[config.mk]
export PLATFORM = sky130hd
export DESIGN_NAME = dining_table_arbiter_top
export DESIGN_NICKNAME = d
export VERILOG_FILES = /design/src/rtl/dta_pkg.sv /design/src/rtl/dta_cell.sv /design/src/rtl/dta_row.sv /design/src/rtl/dining_table_arbiter_top.sv
export SDC_FILE = /design/constraint.sdc
export NUM_CORES = 1
export LEC_CHECK = 0
export ABC_AREA = 1
export BUFFER_PORTS_ARGS = -buffer_cell sky130_fd_sc_hd__buf_2
export CAP_MARGIN = 15
export CORE_UTILIZATION = 25
export DETAILED_ROUTE_END_ITERATION = 10
export MAX_ROUTING_LAYER = met4
export PLACE_DENSITY = 0.49
export SYNTH_ARGS = -nofsm -noshare
export SYNTH_HDL_FRONTEND = slang
export SYNTH_HIERARCHICAL = 1
export SYNTH_SLANG_ARGS = --single-unit
[constraint.sdc]
create_clock -name clk -period 6.1 [get_ports clk]
set_input_delay 1.22 -clock clk [delete_from_list [all_inputs] [get_ports clk]]
set_output_delay 1.22 -clock clk [all_outputs]
set_load 0.01 [all_outputs]
[src/rtl/dta_pkg.sv]
// ----------------------------------------------------------------------------
// dta_pkg: shared definitions for the dining table arbiter
// Seat count, phase and request codes, cell commands and the control and
// status structs that travel between the sequencer and the cell row.
// ----------------------------------------------------------------------------
package dta_pkg;

  localparam int SEATS  = 8;
  localparam int SEAT_W = $clog2(SEATS);

  typedef logic [SEAT_W-1:0] sidx_t;

  typedef enum logic [1:0] {
    PH_THINK  = 2'd0,
    PH_HUNGRY = 2'd1,
    PH_EAT    = 2'd2
  } phase_t;

  typedef enum logic [1:0] {
    FN_SIT    = 2'd0,
    FN_HUNGRY = 2'd1,
    FN_DONE   = 2'd2,
    FN_LEAVE  = 2'd3
  } func_t;

  localparam logic [2:0] K_SEATED = 3'd0;
  localparam logic [2:0] K_FULL   = 3'd1;
  localparam logic [2:0] K_GRANT  = 3'd2;
  localparam logic [2:0] K_ACK    = 3'd3;
  localparam logic [2:0] K_BYE    = 3'd4;

  typedef enum logic [2:0] {
    CMD_NONE,
    CMD_SIT,
    CMD_HUNGRY,
    CMD_THINK,
    CMD_TEST,
    CMD_LEAVE
  } cmd_t;

  // What a cell shows to its two ring neighbors.
  typedef struct packed {
    logic taken;
    logic eat;
  } cell_link_t;

  // Priority chain for the seat search, passed from cell to cell.
  typedef struct packed {
    logic ideal;
    logic free;
  } chain_t;

  typedef struct packed {
    cmd_t  cmd;
    sidx_t idx;
  } row_cmd_t;

  typedef struct packed {
    logic             found;
    sidx_t            pick;
    logic             grant;
    logic [SEATS-1:0] eat;
  } row_stat_t;

endpackage

[src/rtl/dta_cell.sv]
// ----------------------------------------------------------------------------
// dta_cell: one seat of the table
// Holds the seat's taken bit and phase, takes part in the seat search chain
// and decides its own eat grant from its neighbors' phases.
// ----------------------------------------------------------------------------
module dta_cell (
  input  logic                clk,
  input  logic                rst_n,
  input  dta_pkg::cmd_t       cmd,
  input  logic                sel,
  input  dta_pkg::cell_link_t nb_l,
  input  dta_pkg::cell_link_t nb_r,
  input  dta_pkg::chain_t     chain_in,
  input  logic                any_ideal,
  output dta_pkg::cell_link_t self_o,
  output dta_pkg::chain_t     chain_out,
  output logic                pick_o,
  output logic                grant_o
);

  logic             taken_r, taken_nxt;
  dta_pkg::phase_t  phase_r, phase_nxt;
  logic             ideal_here, free_here, forks_free;

  assign free_here  = !taken_r;
  assign ideal_here = !taken_r && !nb_l.taken && !nb_r.taken;
  assign forks_free = !nb_l.eat && !nb_r.eat;

  assign chain_out.ideal = chain_in.ideal || ideal_here;
  assign chain_out.free  = chain_in.free || free_here;
  assign pick_o = any_ideal ? (ideal_here && !chain_in.ideal) : (free_here && !chain_in.free);

  assign self_o.taken = taken_r;
  assign self_o.eat   = (phase_r == dta_pkg::PH_EAT);

  always_comb begin
    taken_nxt = taken_r;
    phase_nxt = phase_r;
    grant_o   = 1'b0;
    case (cmd)
      dta_pkg::CMD_SIT: begin
        if (pick_o) taken_nxt = 1'b1;
      end
      dta_pkg::CMD_HUNGRY: begin
        // The seat turns hungry and is tested at once.
        if (sel) begin
          grant_o   = forks_free;
          phase_nxt = forks_free ? dta_pkg::PH_EAT : dta_pkg::PH_HUNGRY;
        end
      end
      dta_pkg::CMD_THINK: begin
        if (sel) phase_nxt = dta_pkg::PH_THINK;
      end
      dta_pkg::CMD_TEST: begin
        if (sel && phase_r == dta_pkg::PH_HUNGRY && forks_free) begin
          grant_o   = 1'b1;
          phase_nxt = dta_pkg::PH_EAT;
        end
      end
      dta_pkg::CMD_LEAVE: begin
        if (sel) taken_nxt = 1'b0;
      end
      default: begin
      end
    endcase
  end

  always_ff @(posedge clk) begin
    if (!rst_n) begin
      taken_r <= 1'b0;
      phase_r <= dta_pkg::PH_THINK;
    end else begin
      taken_r <= taken_nxt;
      phase_r <= phase_nxt;
    end
  end

endmodule

[src/rtl/dta_row.sv]
// ----------------------------------------------------------------------------
// dta_row: the ring of seat cells
// Wires each cell to its ring neighbors, runs the seat search chain from
// seat 0 upward and gathers the grant and the chosen seat index.
// ----------------------------------------------------------------------------
module dta_row (
  input  logic               clk,
  input  logic               rst_n,
  input  dta_pkg::row_cmd_t  cmd,
  output dta_pkg::row_stat_t stat
);

  dta_pkg::cell_link_t         link [dta_pkg::SEATS];
  dta_pkg::chain_t             chain_c [dta_pkg::SEATS+1];
  logic [dta_pkg::SEATS-1:0]   pick, grant;
  dta_pkg::sidx_t              pick_idx;

  assign chain_c[0] = '0;

  for (genvar i = 0; i < dta_pkg::SEATS; i++) begin : g_cell
    localparam int L = (i + dta_pkg::SEATS - 1) % dta_pkg::SEATS;
    localparam int R = (i + 1) % dta_pkg::SEATS;

    dta_cell u_cell (
      .clk       (clk),
      .rst_n     (rst_n),
      .cmd       (cmd.cmd),
      .sel       (cmd.idx == dta_pkg::SEAT_W'(i)),
      .nb_l      (link[L]),
      .nb_r      (link[R]),
      .chain_in  (chain_c[i]),
      .any_ideal (chain_c[dta_pkg::SEATS].ideal),
      .self_o    (link[i]),
      .chain_out (chain_c[i+1]),
      .pick_o    (pick[i]),
      .grant_o   (grant[i])
    );

    assign stat.eat[i] = link[i].eat;
  end

  assign stat.found = chain_c[dta_pkg::SEATS].free;
  assign stat.grant = |grant;

  // Only one cell picks, so OR-ing the indexes encodes it.
  always_comb begin
    pick_idx = '0;
    for (int i = 0; i < dta_pkg::SEATS; i++) begin
      if (pick[i]) pick_idx = pick_idx | dta_pkg::SEAT_W'(i);
    end
  end

  assign stat.pick = pick_idx;

endmodule

[src/rtl/dining_table_arbiter_top.sv]
// ----------------------------------------------------------------------------
// dining_table_arbiter_top: seat and fork arbiter for a ring of seats
// Each request word is taken in idle and then runs one sequencer step for
// each command that it needs. Done eating steps through clearing the seat,
// testing the left neighbor, testing the right neighbor, then acknowledging.
// A request other than sit with a seat outside the table is dropped in its
// accept cycle. The sequencer issues one command per cycle to the cell row
// and waits whenever the output word is still held by a stalled receiver.
// ----------------------------------------------------------------------------
//
// The table is a row of cells, one per seat, each holding its taken bit and
// its think/hungry/eat phase. A sit word is answered with the lowest free
// seat whose two neighbors are also free, else the lowest free seat, else a
// table-full word with seat 0. A hungry word grants eating at once when
// neither neighbor eats and otherwise stays silent; the grant is sent later
// as an extra result word of a neighbor's done-eating request. Those grant
// words carry last = 0, and the done acknowledge that follows them carries
// last = 1. Leave frees the seat and keeps its phase. Results leave through
// an output register, so a finished word can wait for the receiver while the
// block goes back to idle and takes the next request.
module dining_table_arbiter_top (
  input  logic       clk,
  input  logic       rst_n,
  input  logic       in_valid,
  output logic       in_stall,
  input  logic [1:0] in_func,
  input  logic [2:0] in_seat,
  output logic       out_valid,
  input  logic       out_stall,
  output logic [2:0] out_kind,
  output logic [2:0] out_seat_out,
  output logic       out_last
);

  typedef enum logic [2:0] {
    S_IDLE,
    S_EXEC,
    S_TEST_L,
    S_TEST_R,
    S_ACK
  } state_t;

  state_t              state_r, state_nxt;
  dta_pkg::func_t      func_r, func_nxt;
  dta_pkg::sidx_t      sidx_r, sidx_nxt;
  logic                out_valid_r, out_valid_nxt;
  logic [2:0]          out_kind_r, out_kind_nxt;
  logic [2:0]          out_seat_r, out_seat_nxt;
  logic                out_last_r, out_last_nxt;

  dta_pkg::row_cmd_t   row_cmd;
  dta_pkg::row_stat_t  row_stat;
  dta_pkg::sidx_t      lidx, ridx;
  logic                out_free, load, in_range;
  logic [dta_pkg::SEATS-1:0] eat_rot;

  dta_row u_row (
    .clk   (clk),
    .rst_n (rst_n),
    .cmd   (row_cmd),
    .stat  (row_stat)
  );

  assign in_stall = (state_r != S_IDLE);
  assign out_free = !out_valid_r || !out_stall;
  assign in_range = (32'(in_seat) < dta_pkg::SEATS);

  // Ring neighbors of the requesting seat.
  assign lidx = (sidx_r == '0) ? dta_pkg::sidx_t'(dta_pkg::SEATS - 1)
                               : sidx_r - dta_pkg::sidx_t'(1);
  assign ridx = (sidx_r == dta_pkg::sidx_t'(dta_pkg::SEATS - 1)) ? '0
                               : sidx_r + dta_pkg::sidx_t'(1);

  always_comb begin
    state_nxt    = state_r;
    func_nxt     = func_r;
    sidx_nxt     = sidx_r;
    row_cmd.cmd  = dta_pkg::CMD_NONE;
    row_cmd.idx  = sidx_r;
    load         = 1'b0;
    out_kind_nxt = out_kind_r;
    out_seat_nxt = out_seat_r;
    out_last_nxt = out_last_r;

    case (state_r)
      S_IDLE: begin
        if (in_valid) begin
          func_nxt = dta_pkg::func_t'(in_func);
          sidx_nxt = dta_pkg::sidx_t'(in_seat);
          // Requests other than sit for a seat beyond the table are dropped here.
          if (dta_pkg::func_t'(in_func) == dta_pkg::FN_SIT || in_range) state_nxt = S_EXEC;
        end
      end
      S_EXEC: begin
        case (func_r)
          dta_pkg::FN_SIT: begin
            if (out_free) begin
              row_cmd.cmd  = dta_pkg::CMD_SIT;
              load         = 1'b1;
              out_kind_nxt = row_stat.found ? dta_pkg::K_SEATED : dta_pkg::K_FULL;
              out_seat_nxt = row_stat.found ? 3'(row_stat.pick) : 3'd0;
              out_last_nxt = 1'b1;
              state_nxt    = S_IDLE;
            end
          end
          dta_pkg::FN_HUNGRY: begin
            if (out_free) begin
              row_cmd.cmd  = dta_pkg::CMD_HUNGRY;
              load         = row_stat.grant;
              out_kind_nxt = dta_pkg::K_GRANT;
              out_seat_nxt = 3'(sidx_r);
              out_last_nxt = 1'b1;
              state_nxt    = S_IDLE;
            end
          end
          dta_pkg::FN_DONE: begin
            row_cmd.cmd = dta_pkg::CMD_THINK;
            state_nxt   = S_TEST_L;
          end
          dta_pkg::FN_LEAVE: begin
            if (out_free) begin
              row_cmd.cmd  = dta_pkg::CMD_LEAVE;
              load         = 1'b1;
              out_kind_nxt = dta_pkg::K_BYE;
              out_seat_nxt = 3'(sidx_r);
              out_last_nxt = 1'b1;
              state_nxt    = S_IDLE;
            end
          end
          default: state_nxt = S_IDLE;
        endcase
      end
      S_TEST_L: begin
        if (out_free) begin
          row_cmd.cmd  = dta_pkg::CMD_TEST;
          row_cmd.idx  = lidx;
          load         = row_stat.grant;
          out_kind_nxt = dta_pkg::K_GRANT;
          out_seat_nxt = 3'(lidx);
          out_last_nxt = 1'b0;
          state_nxt    = S_TEST_R;
        end
      end
      S_TEST_R: begin
        // The right test sees a grant just made to the left neighbor.
        if (out_free) begin
          row_cmd.cmd  = dta_pkg::CMD_TEST;
          row_cmd.idx  = ridx;
          load         = row_stat.grant;
          out_kind_nxt = dta_pkg::K_GRANT;
          out_seat_nxt = 3'(ridx);
          out_last_nxt = 1'b0;
          state_nxt    = S_ACK;
        end
      end
      S_ACK: begin
        if (out_free) begin
          load         = 1'b1;
          out_kind_nxt = dta_pkg::K_ACK;
          out_seat_nxt = 3'(sidx_r);
          out_last_nxt = 1'b1;
          state_nxt    = S_IDLE;
        end
      end
      default: state_nxt = S_IDLE;
    endcase

    if (load) begin
      out_valid_nxt = 1'b1;
    end else if (!out_stall) begin
      out_valid_nxt = 1'b0;
    end else begin
      out_valid_nxt = out_valid_r;
    end
  end

  always_ff @(posedge clk) begin
    if (!rst_n) begin
      state_r     <= S_IDLE;
      out_valid_r <= 1'b0;
    end else begin
      state_r     <= state_nxt;
      out_valid_r <= out_valid_nxt;
      func_r      <= func_nxt;
      sidx_r      <= sidx_nxt;
      if (load) begin
        out_kind_r <= out_kind_nxt;
        out_seat_r <= out_seat_nxt;
        out_last_r <= out_last_nxt;
      end
    end
  end

  assign out_valid    = out_valid_r;
  assign out_kind     = out_kind_r;
  assign out_seat_out = out_seat_r;
  assign out_last     = out_last_r;

  // Each seat's right neighbor's eat bit, lined up with the seat itself.
  assign eat_rot = {row_stat.eat[0], row_stat.eat[dta_pkg::SEATS-1:1]};

  // Two neighbors never eat at the same time: they would share a fork.
  a_fork_safe: assert property (@(posedge clk) disable iff (!rst_n)
    (row_stat.eat & eat_rot) == '0)
    else $error("neighboring seats eat at once");

  // Only grants from a done-eating request come before the final word.
  a_not_last_grant: assert property (@(posedge clk) disable iff (!rst_n)
    (out_valid && !out_last) |-> out_kind == dta_pkg::K_GRANT)
    else $error("non-final result that is not a grant");

  // A table-full word always names seat 0.
  a_full_seat: assert property (@(posedge clk) disable iff (!rst_n)
    (out_valid && out_kind == dta_pkg::K_FULL) |-> out_seat_out == 3'd0)
    else $error("table-full word with a seat");

  // An accepted request word holds off the input in the next cycle.
  a_busy_after_accept: assert property (@(posedge clk) disable iff (!rst_n)
    (in_valid && !in_stall && (in_func == dta_pkg::FN_SIT || 32'(in_seat) < dta_pkg::SEATS))
      |=> in_stall)
    else $error("input not held off after a request");

endmodule
; ---- Word-level counts from Yosys, hierarchy flattened
; Index checks and enable logic that the tools add are counted.
[totals]
reg_bits = 40
output_inout_bits = 9
[op_classes]
add_sub_neg = 2
eq_ne = 87
mux = 141
reduce_logical = 135
[ops]
columns = operator, count
row1 = $ne A2 B2 Y1 const B, 45
row2 = $mux W2, 35
row3 = $logic_and A1 B1 Y1, 54
row4 = $mux W3, 18
row5 = $mux W1, 50
row6 = $pmux W2 S3, 8
row7 = $pmux W1 S2, 17
row8 = $reduce_and A4 Y1, 8
row9 = $logic_not A1 Y1, 31
row10 = $reduce_and A3 Y1, 10
row11 = $pmux W3 S3, 3
row12 = $eq A3 B3 Y1 const B, 8
row13 = $pmux W3 S4, 2
row14 = $eq A2 B2 Y1 const B, 10
row15 = $eq A2 B1 Y1 const B, 9
row16 = $eq A3 B2 Y1 const B, 6
row17 = $pmux W3 S2, 3
row18 = $logic_or A1 B1 Y1, 15
row19 = $pmux W3 S5, 1
row20 = $reduce_and A7 Y1, 2
row21 = $mux W6, 2
row22 = $eq A3 B1 Y1 const B, 3
row23 = $logic_not A3 Y1, 3
row24 = $reduce_bool A3 Y1, 3
row25 = 14 further kinds, 19

; ---- Depth between registers and ports, before layout
[depth]
depth_word = 22
ltp_mapped = 25
depth_no_buf = 24

; ---- Cells and area by module
; Netlist, hierarchy kept.
[by_module_without_submodules]
columns = module, instances, cells_per_inst, area_each_um2
row1 = dta_cell at u_row.g_cell[1].u_cell ..., 7, 54, 279.0
row2 = dining_table_arbiter_top, 1, 151, 1132.3
row3 = dta_cell at u_row.g_cell[0].u_cell, 1, 57, 292.8
row4 = dta_row, 1, 35, 165.2

; ---- Worst setup path after synthesis
; No wires, ideal clock.
[synth_timing]
path_kind = input to register
startpoint = input port out_stall
endpoint = register out_kind_r[0], in the netlist out_kind[0], enable pin
setup_time_ns = 0.319
t_arrival_ns = 4.320
t_required_ns = 5.781
slack_ns = 1.461
cell_stages = 18
n_path_buf = 1
path_cell_list = nand2_1 > buf_2 > a21oi_1 > a211oi_1 > nand3_1 > nand2_1 > nand2_2 > a21oi_1 > inv_1 > nand2_1 > nor2_1 > nand2_1 > nand2_1 > nand2_1 > nand3_1 > nand2_1 > nand2_2 > nor2_1
[synth_lines]
columns = item, line_no
row1 = start: declaration, dining_table_arbiter_top.sv:29  ; input logic out_stall,
row2 = end signal: assignment, dining_table_arbiter_top.sv:187  ; out_kind_r <= out_kind_nxt;
row3 = end: declaration, dining_table_arbiter_top.sv:47  ; logic [2:0] out_kind_r, out_kind_nxt;

==> reports/qor.csv <==
stage,metric,value,unit
status,status,"complete, no violations",
power_and_ir_drop,power_leakage,2.180,nW
final_layout,finalNetCount,656,
hold_path,hp-start,u_row/g_cell[6].u_cell/phase_r[0]$_SDFFE_PN0P_,
placed_design,portBuffers,17,
logic_synthesis,yosysTopAreaCellShare,19.60,%
routing,routed_wire_length_per_instance,10.40,um
global_route,grt_overflow,0,
setup_path,worstSetupStartpointType,input port,
hold_path,holdPathEnd,u_row/g_cell[6].u_cell/phase_r[0]$_SDFFE_PN0P_,
clock_network,root_buffer,clkbuf_16,
setup_path,reg2reg_depth,20,
clock_network,cts_buffers,5,
placed_design,dp_cells,812,
floorplan,start_util,25.63,%
logic_synthesis,synth_top_area_cell,nand2_1,
final_layout,layout_commonest_cell,nand2_1,
floorplan,die_w,121.1,um
global_route,grt_max_degree,28,
setup_path,slowest_delay,0.54,ns
sta,period_share,71.44,%
setup_path,path_class,in -> reg,
power_and_ir_drop,total_power,0.7255,mW
global_route,groute.usage.overall,12.95,%
sta,hold_viol_final,0,
floorplan,die_area,14650,sq um
hold_path,hold_depth,2,
global_route,first_global_vias,3136,
logic_synthesis,ys_seq_area_share,25.99,%
final_layout,mostFrequentLayoutCells,"nand2_1 (185), inv_1 (144), nor2_1 (72), nand3_1 (72), dfxtp_1 (28)",
clock_network,cts_hold_buf,0,
sta,fin_crit,4.358,ns
final_layout,syn_to_final_growth,12.61,%
power_and_ir_drop,seq_power_share,40.2,%
clock_network,cts_tree,done,
setup_path,critPathBufInv,5,
power_and_ir_drop,combinationalPowerShare,18.4,%
power_and_ir_drop,p_switching,0.2074,mW
final_layout,antenna_cells,0,
setup_path,crit_path_cell_trace,buf_2 -> nand2_1 -> inv_1 -> nor2_2 -> o21ai_0 -> inv_2 -> nor3_1 -> nand3_1 -> inv_1 -> nand3_1 -> nand2_1 -> inv_1 -> nand2_1 -> nor2_1 -> nand2_1 -> nand2_1 -> nand2_1 -> nand3_1 -> nand2_1 -> nand2_2 -> nor2_1,
power_and_ir_drop,switching_share,28.59,%
clock_network,cts_resized,0,
power_and_ir_drop,power.density,181.8,nW/um^2
setup_path,cpMostUsedCell,nand2_1,
global_route,antenna_found_initial,0,
sta,slew_viol_final,0,
routing,ant_nets,0,
run,maxCapViolCount,0,
floorplan,core.rowCount,43,
final_layout,stdcell_count,820,
routing,drtIter0Drc,224,
routing,vias_per_cell,4.185,
final_layout,drive_above_1_share,12.19,%
floorplan,core-area,13830,sq um
sta,holdWs,0.5119,ns
logic_synthesis,ys_top_cells_by_area,"nand2_1 (20%), dfxtp_1 (16%), inv_1 (15%)",
global_route,grt_pass1_wl,14.92,mm
setup_path,crit_family,simple AND/OR/NAND/NOR gates,
sta,setup_viol,0,
routing,dr_total_vias,3432,
floorplan,die_y,121.1,um
power_and_ir_drop,p_int,0.5180,mW
sta,setup_tns,0,ns
setup_path,r2r-end,out_seat_out[1]$_DFFE_PP_,
placed_design,gp_congestion,0.8045,
clock_network,cts.path.max_buffers,2,
clock_network,cts_sinks,40,
sta,rsz0062_at_grt,no,
routing,drc_errors,0,
setup_path,critPathRequiredTime,6.07,ns
logic_synthesis,ys_warn_count,6,
clock_network,clkTransAtPathRegs,0.06,ns
power_and_ir_drop,clockPowerShare,41.3,%
routing,drtPass1Iterations,5,
clock_network,clkLatencyLatePin,0.28,ns
power_and_ir_drop,peakVddDrop,0.00008635,V
logic_synthesis,synth.avg_cell_area,5.706,sq um
sta,max_slew_margin,55.77,%
floorplan,ios,18,
clock_network,htree_num_levels,2,
setup_path,endpoint_kind,flip-flop,
sta,worst_pin_slew,0.6584,ns
clock_network,cts_setup_buffers,0,
placed_design,place_hpwl,6.531,mm
setup_path,crit_path_top_delay_cell,o21ai_0,
setup_path,ff2ff_setup_slack,2.42,ns
setup_path,critPathMaxFanout,13,
setup_path,crit_arrival,4.33,ns
routing,wl,8.532,mm
setup_path,path_depth,21,
logic_synthesis,synth_cell_type_count,29,
sta,finClkSkew,0.006250,ns
setup_path,rr_startpoint,out_valid$_SDFFE_PN0P_,
logic_synthesis,synth_cells,621,
sta,fmax,229.5,MHz
logic_synthesis,ys_seq_elements,40,
logic_synthesis,syn_area,3543,sq um
hold_path,hold_class,reg -> reg,
==> synthesized netlist by cell type <==
| cell type | n |
|---|---|
| edfxtp_1 | 12 |
| buf_4 | 8 |
| o21ai_0 | 10 |
| o21ai_1 | 2 |
| o31ai_1 | 1 |
| nand3b_1 | 3 |
| a211oi_1 | 2 |
| a31oi_1 | 1 |
| o22ai_1 | 1 |
| inv_2 | 6 |
| nand2_4 | 1 |
| dfxtp_1 | 28 |
| o21ai_2 | 10 |
| ha_1 | 8 |
| nor3_2 | 4 |
| nor2_1 | 72 |
| buf_2 | 2 |
| nand2_2 | 13 |
| a21oi_1 | 14 |
| nand2_1 | 185 |
| nor3b_2 | 1 |
| nor3_1 | 6 |
| inv_1 | 144 |
| nor2_4 | 1 |
| nor2_2 | 5 |
| a21oi_2 | 7 |
| nand3_1 | 72 |
| nand4_1 | 1 |
| conb_1 | 1 |
==> cell type report <==
type / count / area (sq um)
Clock buffer: 6 / 128.9
Clock inverter: 2 / 35.03
Fill cell: 1540 / 9837
Inverter: 150 / 563.0
Multi-Input combinational cell: 422 / 2009
Sequential cell: 40 / 920.9
Tap cell: 180 / 225.2
Timing Repair Buffer: 20 / 107.6
==> stage by stage <==
step                util [%]  instance area [sq um]  setup slack [ns]
floorplan                  -                   3547             1.461
global placement       27.67                   3826             1.530
detailed placement     27.67                   3826             1.450
CTS                    28.86                   3990             1.738
global route           28.86                   3990             1.342
finish                 28.86                   3990             1.742
==> worst min-delay path, cell delays in order, from the launching register on <==
cell	delay (ns)
dfxtp_1	0.35
a21oi_1	0.05
nor2_1	0.08
==> flip-flops by register name, indices dropped and copies added, names as in the netlist <==
name and cells:
u_row/g_cell.u_cell/taken_r 8, out_valid 1, out_last 1, u_row/g_cell.u_cell/phase_r 16, out_kind 3, out_seat_out 3
sidx_r 3, func_r 2, state_r 3
==> routing by layer <==
layer  part of all wire (%)  track usage, %
met5                      0               -
met4                    1.2           3.395
met3                    2.7           1.739
met2                     44           20.25
met1                     52           17.50
==> worst max-delay path by stage <==
stage                     slack, ns      start                        end
after floorplan                1.46  out_stall      out_kind[0]$_DFFE_PP_
after global placement         1.53  out_stall  out_seat_out[1]$_DFFE_PP_
after detailed placement       1.45  out_stall  out_seat_out[1]$_DFFE_PP_
after CTS                      1.74  out_stall  out_seat_out[2]$_DFFE_PP_
after global routing           1.34  out_stall  out_seat_out[2]$_DFFE_PP_
final                          1.74  out_stall  out_seat_out[1]$_DFFE_PP_
==> power by group through the flow <==
| stage | Clock [mW] | Combinational (mW) | Sequential [mW] |
|---|---|---|---|
| 2_1_floorplan | 0 | 0.101 | 0.295 |
| 3_3_place_gp | 0 | 0.136 | 0.298 |
| 3_5_place_dp | 0 | 0.133 | 0.298 |
| 4_1_cts | 0.313 | 0.134 | 0.292 |
| 5_1_grt | 0.323 | 0.155 | 0.293 |
| 6_report | 0.300 | 0.134 | 0.292 |
==> cell families after synthesis <==
kind of cell,synth area share [%]
buffers and inverters,17.87
adder cells (fa/ha/maj),2.825
AND/OR/NAND/NOR,44.35
flip-flops,25.99
other,0.1058
AO/OA/AOI/OAI,8.863
Note: power is estimated with default switching activity, not from simulation.
